File: config.mk
export PLATFORM = sky130hd
export DESIGN_NAME = light_level_smoother_reporter
export DESIGN_NICKNAME = d
export VERILOG_FILES = /design/src/design/llsr_pkg.sv /design/src/design/light_level_smoother_reporter.sv
export SDC_FILE = /design/constraint.sdc
export NUM_CORES = 1
export LEC_CHECK = 0
export ABC_CLOCK_PERIOD_IN_PS = 8400
export BUFFER_PORTS_ARGS = -buffer_cell sky130_fd_sc_hd__buf_2
export CAP_MARGIN = 20
export CORE_AREA = 2 2 193 195
export CTS_CLUSTER_DIAMETER = 40
export DETAILED_ROUTE_END_ITERATION = 8
export DIE_AREA = 0 0 195 197
export PLACE_DENSITY_LB_ADDON = 0.25
export REMOVE_ABC_BUFFERS = 1
export SLEW_MARGIN = 5
export SYNTH_ARGS = -nofsm -noshare
export SYNTH_HDL_FRONTEND = slang
export SYNTH_SLANG_ARGS = --single-unit
File: constraint.sdc
create_clock -name clock -period 8.4 [get_ports clock]
set_input_delay 0 -clock clock [delete_from_list [all_inputs] [get_ports clock]]
set_output_delay 0 -clock clock [all_outputs]
set_load 0.1 [all_outputs]
File: src/design/llsr_pkg.sv
// Shared constants and types for the light level smoother and reporter.
`timescale 1ns / 1ps

package llsr_pkg;

   localparam int WINDOW = 3;

   localparam int MV_W   = 16;
   localparam int CODE_W = 8;
   localparam int AVG_W  = 8;
   localparam int CNT_W  = $clog2(WINDOW + 1);
   localparam int IDX_W  = (WINDOW > 1) ? $clog2(WINDOW) : 1;
   localparam int SUM_W  = AVG_W + CNT_W;
   localparam int PROD_W = MV_W + 8;
   localparam int LIM_W  = 20;
   localparam int STEP_W = $clog2(AVG_W);

   localparam int FULL_SCALE_MV = 1300;

   localparam int CSR_IDX_W  = 3;
   localparam int CSR_DATA_W = 8;

   localparam logic [CSR_IDX_W-1:0] REG_FORCE_REPORT     = 3'd0;
   localparam logic [CSR_IDX_W-1:0] REG_CHANGE_THRESHOLD = 3'd1;
   localparam logic [CSR_IDX_W-1:0] REG_LOW_CUT          = 3'd2;
   localparam logic [CSR_IDX_W-1:0] REG_HIGH_CUT         = 3'd3;
   localparam logic [CSR_IDX_W-1:0] REG_DIM_CODE         = 3'd4;
   localparam logic [CSR_IDX_W-1:0] REG_MID_CODE         = 3'd5;
   localparam logic [CSR_IDX_W-1:0] REG_BRIGHT_CODE      = 3'd6;

   typedef enum logic [2:0] {
      ST_IDLE,
      ST_QUANT,
      ST_READ,
      ST_LOAD,
      ST_DIV,
      ST_CHECK
   } llsr_state_type;

endpackage

File: src/design/light_level_smoother_reporter.sv
// Light level smoother and reporter: quantizer, window memory and averaging divider.
// Flow: an accepted beat is quantized and written to the window, the filled entries are read back
//   one entry a cycle and summed, the bit-serial divider averages the sum, and the result is reported
//   if it moved by the change threshold or a report is forced; no new beat is taken until then.
// Reset: synchronous, active high; control and configuration registers return to their default values,
//   the window fill count and write slot to zero.
`timescale 1ns / 1ps

module light_level_smoother_reporter (
   input  logic                              clock,
   input  logic                              reset,
   input  logic                              req_tvalid,
   output logic                              req_tready,
   input  logic [15:0]                       req_tdata,   // [15:0] adc_millivolts
   output logic                              rsp_tvalid,
   input  logic                              rsp_tready,
   output logic [15:0]                       rsp_tdata,   // [7:0] reported_level, [15:8] window_average
   input  logic                              csr_valid,
   output logic                              csr_ready,
   input  logic [llsr_pkg::CSR_IDX_W-1:0]    csr_index,
   input  logic [llsr_pkg::CSR_DATA_W-1:0]   csr_data
);

   llsr_pkg::llsr_state_type state_ff, state_in;

   logic                          force_report_ff;
   logic [7:0]                    change_threshold_ff;
   logic [7:0]                    low_cut_ff;
   logic [7:0]                    high_cut_ff;
   logic [7:0]                    dim_code_ff;
   logic [7:0]                    mid_code_ff;
   logic [7:0]                    bright_code_ff;

   logic [llsr_pkg::PROD_W-1:0]   prod_ff, prod_in;
   logic [llsr_pkg::CODE_W-1:0]   code_ff, code_in;
   logic [llsr_pkg::IDX_W-1:0]    write_slot_ff, write_slot_in;
   logic [llsr_pkg::CNT_W-1:0]    fill_count_ff, fill_count_in;
   logic [llsr_pkg::CODE_W-1:0]   last_reported_ff, last_reported_in;
   logic [llsr_pkg::IDX_W-1:0]    rd_idx_ff, rd_idx_in;
   logic                          rd_vld_ff, rd_vld_in;
   logic [llsr_pkg::CODE_W-1:0]   rd_data_ff;
   logic [llsr_pkg::SUM_W-1:0]    sum_ff, sum_in;
   logic [llsr_pkg::SUM_W-1:0]    sum_total;
   logic [llsr_pkg::CNT_W-1:0]    rem_ff, rem_in;
   logic [llsr_pkg::AVG_W-1:0]    num_ff, num_in;
   logic [llsr_pkg::STEP_W-1:0]   step_ff, step_in;
   logic                          rsp_tvalid_ff, rsp_tvalid_in;
   logic [15:0]                   rsp_tdata_ff, rsp_tdata_in;

   logic [llsr_pkg::CODE_W-1:0]   win_mem [llsr_pkg::WINDOW];
   logic                          mem_we;

   logic [llsr_pkg::LIM_W-1:0]    lo_lim;
   logic [llsr_pkg::LIM_W-1:0]    hi_lim;
   logic [llsr_pkg::CNT_W:0]      trial;
   logic                          q_bit;
   logic [llsr_pkg::AVG_W-1:0]    gap;
   logic                          report;

   assign csr_ready  = 1'b1;
   assign rsp_tvalid = rsp_tvalid_ff;
   assign rsp_tdata  = rsp_tdata_ff;

   // configuration registers
   always_ff @(posedge clock) begin
      if (reset) begin
         force_report_ff     <= 1'b0;
         change_threshold_ff <= 8'd60;
         low_cut_ff          <= 8'd59;
         high_cut_ff         <= 8'd253;
         dim_code_ff         <= 8'd40;
         mid_code_ff         <= 8'd130;
         bright_code_ff      <= 8'd210;
      end else if (csr_valid && csr_ready) begin
         case (csr_index)
            llsr_pkg::REG_FORCE_REPORT:     force_report_ff     <= csr_data[0];
            llsr_pkg::REG_CHANGE_THRESHOLD: change_threshold_ff <= csr_data;
            llsr_pkg::REG_LOW_CUT:          low_cut_ff          <= csr_data;
            llsr_pkg::REG_HIGH_CUT:         high_cut_ff         <= csr_data;
            llsr_pkg::REG_DIM_CODE:         dim_code_ff         <= csr_data;
            llsr_pkg::REG_MID_CODE:         mid_code_ff         <= csr_data;
            llsr_pkg::REG_BRIGHT_CODE:      bright_code_ff      <= csr_data;
            default: ;
         endcase
      end
   end

   // window memory, one write port and one registered read port
   always_ff @(posedge clock) begin
      if (mem_we) begin
         win_mem[write_slot_ff] <= code_in;
      end
      rd_data_ff <= win_mem[rd_idx_ff];
   end

   // scaled <= cut  iff  mv * 255 < (cut + 1) * 1300
   assign lo_lim = (llsr_pkg::LIM_W'(low_cut_ff) + llsr_pkg::LIM_W'(1))
                   * llsr_pkg::LIM_W'(llsr_pkg::FULL_SCALE_MV);
   assign hi_lim = (llsr_pkg::LIM_W'(high_cut_ff) + llsr_pkg::LIM_W'(1))
                   * llsr_pkg::LIM_W'(llsr_pkg::FULL_SCALE_MV);

   assign sum_total = sum_ff + (rd_vld_ff ? llsr_pkg::SUM_W'(rd_data_ff) : '0);
   assign trial     = {rem_ff, num_ff[llsr_pkg::AVG_W-1]};
   assign q_bit     = (trial >= {1'b0, fill_count_ff});
   assign gap       = (num_ff >= last_reported_ff) ? (num_ff - last_reported_ff)
                                                   : (last_reported_ff - num_ff);
   assign report    = (gap >= change_threshold_ff) || force_report_ff;

   always_comb begin
      state_in         = state_ff;
      prod_in          = prod_ff;
      code_in          = code_ff;
      write_slot_in    = write_slot_ff;
      fill_count_in    = fill_count_ff;
      last_reported_in = last_reported_ff;
      rd_idx_in        = rd_idx_ff;
      rd_vld_in        = 1'b0;
      sum_in           = rd_vld_ff ? sum_total : sum_ff;
      rem_in           = rem_ff;
      num_in           = num_ff;
      step_in          = step_ff;
      rsp_tvalid_in    = rsp_tvalid_ff && !rsp_tready;
      rsp_tdata_in     = rsp_tdata_ff;
      mem_we           = 1'b0;
      req_tready       = 1'b0;

      case (state_ff)
         llsr_pkg::ST_IDLE: begin
            req_tready = 1'b1;
            if (req_tvalid) begin
               prod_in  = {req_tdata, 8'h00} - llsr_pkg::PROD_W'(req_tdata);
               state_in = llsr_pkg::ST_QUANT;
            end
         end
         llsr_pkg::ST_QUANT: begin
            if (prod_ff < llsr_pkg::PROD_W'(lo_lim)) begin
               code_in = dim_code_ff;
            end else if (prod_ff < llsr_pkg::PROD_W'(hi_lim)) begin
               code_in = mid_code_ff;
            end else begin
               code_in = bright_code_ff;
            end
            mem_we        = 1'b1;
            write_slot_in = (write_slot_ff == llsr_pkg::IDX_W'(llsr_pkg::WINDOW - 1))
                            ? '0 : write_slot_ff + 1'b1;
            if (fill_count_ff != llsr_pkg::CNT_W'(llsr_pkg::WINDOW)) begin
               fill_count_in = fill_count_ff + 1'b1;
            end
            sum_in    = '0;
            rd_idx_in = '0;
            state_in  = llsr_pkg::ST_READ;
         end
         llsr_pkg::ST_READ: begin
            rd_vld_in = 1'b1;
            if (llsr_pkg::CNT_W'(rd_idx_ff) == fill_count_ff - 1'b1) begin
               state_in = llsr_pkg::ST_LOAD;
            end else begin
               rd_idx_in = rd_idx_ff + 1'b1;
            end
         end
         llsr_pkg::ST_LOAD: begin
            rem_in   = sum_total[llsr_pkg::SUM_W-1:llsr_pkg::AVG_W];
            num_in   = sum_total[llsr_pkg::AVG_W-1:0];
            step_in  = '0;
            state_in = llsr_pkg::ST_DIV;
         end
         llsr_pkg::ST_DIV: begin
            rem_in  = q_bit ? llsr_pkg::CNT_W'(trial - {1'b0, fill_count_ff})
                            : llsr_pkg::CNT_W'(trial);
            num_in  = {num_ff[llsr_pkg::AVG_W-2:0], q_bit};
            step_in = step_ff + 1'b1;
            if (step_ff == llsr_pkg::STEP_W'(llsr_pkg::AVG_W - 1)) begin
               state_in = llsr_pkg::ST_CHECK;
            end
         end
         llsr_pkg::ST_CHECK: begin
            if (!report) begin
               state_in = llsr_pkg::ST_IDLE;
            end else if (!rsp_tvalid_ff || rsp_tready) begin
               rsp_tvalid_in    = 1'b1;
               rsp_tdata_in     = {num_ff, code_ff};
               last_reported_in = code_ff;
               state_in         = llsr_pkg::ST_IDLE;
            end
         end
         default: begin
            state_in = llsr_pkg::ST_IDLE;
         end
      endcase
   end

   always_ff @(posedge clock) begin
      if (reset) begin
         state_ff         <= llsr_pkg::ST_IDLE;
         write_slot_ff    <= '0;
         fill_count_ff    <= '0;
         last_reported_ff <= '0;
         rd_vld_ff        <= 1'b0;
         rsp_tvalid_ff    <= 1'b0;
         rd_idx_ff        <= '0;
      end else begin
         state_ff         <= state_in;
         write_slot_ff    <= write_slot_in;
         fill_count_ff    <= fill_count_in;
         last_reported_ff <= last_reported_in;
         rd_vld_ff        <= rd_vld_in;
         rsp_tvalid_ff    <= rsp_tvalid_in;
         rd_idx_ff        <= rd_idx_in;
      end
   end

   always_ff @(posedge clock) begin
      prod_ff      <= prod_in;
      code_ff      <= code_in;
      sum_ff       <= sum_in;
      rem_ff       <= rem_in;
      num_ff       <= num_in;
      step_ff      <= step_in;
      rsp_tdata_ff <= rsp_tdata_in;
   end

endmodule

==> results by stage <==
Status:
- The run finished with clean final reports.

Floorplanning:
- The floorplan step defined a core boundary enclosing 36300 um2.
- For this configuration, the core starts out at a cell density of 30.8%.
- The initialized floorplan defines 70 standard-cell rows.
- The die width is 195 um.
- The die footprint is 38400 um2.
- The vertical extent of the die is 197 um.
- The I/O pin total is 51.

STA:
- The tightest hold path in the finished design has a slack of 35.9 ps.
- The worst-case headroom to the max-slew limit is 40.2%.
- The number of pins exceeding their max-slew limit in the final report is 0.
- The highest clock rate is 162 MHz.
- The final count of hold timing violations is 0.
- The worst clock skew is 15.4 ps.
- Setup violations remaining at the end of the flow were counted as 0.
- The actual slew at the worst max-slew pin is 890 ps.
- The slack of the critical path is 2230 ps.
- The post-route setup TNS is 0 ps.
- After layout, the worst path uses 73.5% of the clock period.
- Setup repair after global routing left no endpoint under its margin.
- The worst path in the final design needs a cycle of 6170 ps, including I/O delays and setup.

Synth:
- The share of the synthesized netlist area taken by xor and xnor gates is 5.17%.
- Summed over its instances, the top area cell type makes up 20.1% of the synthesized netlist area.
- For this run, the number of Yosys warnings is 0.
- The synthesized netlist devotes 12.9% of its cell area to compound gates.
- After Yosys synthesis, and, or, nand and nor cells account for 16.3% of the synthesized area.
- The instance count of the mapped netlist is 1157.
- After synthesis, the cell types taking the most area are edfxtp_1 20%, ha_1 18%, dfxtp_1 17%.
- The average footprint of a synthesized cell is 9.67 um2.
- The flop and latch count out of synthesis is 169.
- The portion of netlist area occupied by mux cells is 3.32%.
- The portion of the post-synthesis area used by sequential elements is 37.0%.
- The most instantiated flip-flop cell in the synthesis netlist is dfxtp_1.
- After synthesis, the largest family of logic cells by area is adder cells.
- In this run, synthesis inferred 75 flip-flops with an integrated enable.
- The count of distinct cell types in the synthesized netlist is 69.
- For this run, asynchronously set or reset flops after synthesis account for 0%.
- In this run the cell area of the synthesized design comes to 11200 um2.
- The adder and majority cell fraction of the synthesized area is 21.3%.
- The top cell type by total area after synthesis is edfxtp_1.

Power:
- Total power for the finished layout comes to 3.10 mW.
- Summed over all cells, the static leakage comes to 5.58 nW.
- For this design the ratio of total power to cell area is 242 nW/um2.
- The worst vdd rail ir drop is 162 uV.

GRT:
- The global-route total usage across every layer is 14.4%.
- Global routing finished with a remaining overflow of 0.
- The number of antenna violations at the first check in global routing is 1.
- The maximum number of pins on one net before global-route repair is 69.
- The first global-routing pass estimated 43300 um of wire.
- The number of global-route vias before repair is 8174.

Place:
- Including well taps, the total number of placed cells is 1648.
- The post-place setup slack is 2230 ps.
- Buffers placed on the I/O ports in this run total 49.
- The HPWL after detailed placement is 20400 um.
- At the end of routability-driven placement, the weighted congestion stood at 0.834.

Setup path:
- Of all nets on the critical path, the largest fanout is 8.
- The worst setup path is captured at a register.
- The kind of launch point of the worst setup path is a register.
- By startpoint and endpoint, the worst setup path is classified as reg -> reg.
- Data arrives at the worst endpoint at 6420 ps.
- The required arrival time at the worst endpoint is 8650 ps.

Finish:
- Cells with a size suffix above 1 make up 9.75% of the layout.
- The number of nets in the layout is 1440.
- In the final layout, the multi-input gates occupy 6600 um2.
- The final-layout fill cell count is 3736.
- Leaving out filler cells and counting taps, the final layout contains 1709.
- The layout overhead on the synthesized area is 14.6%.
- Registers take 4130 um2.
- The count of antenna diodes in the layout is 0.

Clock network:
- The post-cts sizing count is 0.
- After clock tree synthesis, the clock-pin slew on the worst setup and hold paths is 80 ps.
- Counting along the longest clock path gives a buffer depth of 2.
- The clock buffer count from CTS is 17.
- Clock tree synthesis found a total of 169 sinks.
- TritonCTS built the clock tree.
- The number of setup buffers added after CTS is 0.
- The H-tree depth is 4.
- The clock tree root buffer cell is clkbuf_16.
- At the later pin of the worst-skew pair, clock insertion delay measures 450 ps.

Hold path:
- In this run the worst hold path is classified as in -> reg.

Drt:
- The count of nets left with antenna violations once routing finished came out at 0.
- The post-detailed-route via-to-cell ratio is 4.75.
- The initial detailed-routing violation count is 424.
- In the final routed layout, each cell accounts on average for 15.5 um.
- The first-pass detailed-route iteration total is 5.
- For this run, design rule violations remaining after detail routing come to 0.
- The overall via count from detail_route is 8118.
- The total wirelength of the detailed-routed design is 26400 um.

Flow run:
- Max-cap violations in this run came to 0.
layout by cell type, fill, tap and decap left out, types with 31 or more instances in the layout:
master    Yosys  routed
mux2i_1      36      36
nand2_1     133     133
dfxtp_1      94      94
nor2_1       76      76
xor2_1       31      31
o21ai_0      48      48
a21oi_1      71      71
edfxtp_1     75      75
inv_1        89      89
xnor2_1      35      35
ha_1        163     163
buf_2         2      49
power by group:
group	total (mW)	switching, mW	internal, mW
sequential	1.16	0.132	1.03
clock	0.801	0.377	0.425
combinational	1.13	0.656	0.475
total	3.10	1.16	1.93
sequential cells by signal, indices dropped and copies added (netlist names), 8 cells and up:
name,cells
prod_ff,22
low_cut_ff,8
win_mem,24
num_ff,8
bright_code_ff,8
last_reported_ff,8
rd_data_ff,8
dim_code_ff,8
rsp_tdata,16
sum_ff,10
high_cut_ff,8
change_threshold_ff,8
mid_code_ff,8
code_ff,8
layer usage:
layer	global-route usage, %	vias to the layer above	wire length, um
li1	-	4227	-
met1	17.7	3774	12400
met2	25.5	91	12900
met3	2.81	24	693
met4	4.41	2	445
met5	0	-	11
worst max-delay path, cell delays in order (launching register included):
cell,delay (ps)
dfxtp_1,460
ha_1,290
nand3_1,150
xnor2_1,170
ha_1,300
ha_1,340
fa_1,490
inv_1,50
fa_1,500
inv_1,40
ha_1,340
o21a_1,120
o21ai_0,140
a21oi_1,80
o21a_1,200
o21a_1,180
o41a_1,320
xnor2_1,140
ha_1,290
o21ai_0,90
o21ai_2,190
a41oi_1,100
a31oi_4,470
mux2i_1,160
a211oi_2,360
synthesized netlist by cell type, types with 5 or more instances:
cell / instances
o211ai_1: 7
nor3b_1: 5
mux2i_1: 36
xor2_1: 31
a211oi_2: 8
o21ai_0: 48
and2_1: 14
and3_1: 10
nor2b_1: 11
inv_1: 89
a21oi_1: 71
clkbuf_1: 23
nand2_1: 133
a211o_1: 11
o21a_1: 14
nand3b_1: 20
or2_2: 7
nor2_1: 76
dfxtp_1: 94
a21o_1: 19
a211oi_1: 10
nor3_1: 29
nand2b_1: 18
fa_1: 17
nand4_1: 7
ha_1: 163
xnor2_1: 35
nand3_1: 18
edfxtp_1: 75
stage by stage:
step / util [%] / cell area (um2)
final: 35.4 / 12800
after global routing: 35.4 / 12800
after CTS: 35.4 / 12800
after detailed placement: 32.9 / 11900
after global placement: 32.9 / 11900
after floorplan: - / 11100
area by class of cell:
type	instances	area share, %
tap	468	4.57
clock inverter	15	1.37
multi-input combinational	869	51.5
inverter	89	2.61
clock buffer	17	3.32
sequential	169	32.2
timing repair buffer	82	4.41
path summary, 6_finish.rpt:
| path | startpoint | to | depth (start not counted) | slack, ps |
|---|---|---|---|---|
| max | high_cut_ff[0] | win_mem[1][7] | 24 | 2230 |
| min | req_tdata[0] | prod_ff[9] | 3 | 40 |
| max reg2reg | high_cut_ff[0] | win_mem[1][7] | 24 | 2230 |
| min reg2reg | win_mem[2][2] | rd_data_ff[2] | 2 | 460 |
cell families after synthesis:
group,after synthesis
AO/OA/AOI/OAI,217
XOR/XNOR,66
other,1
buffers and inverters,119
AND/OR/NAND/NOR,368
adder cells (fa/ha/maj),180
multiplexers,37
flip-flops,169
what timing repair did:
action / in CTS / in global routing
hold endpoints to repair: 64 / 0
hold buffers: 29 / 0
setup endpoints to repair: 0 / 0
Note: power is estimated with default switching activity, not from simulation.
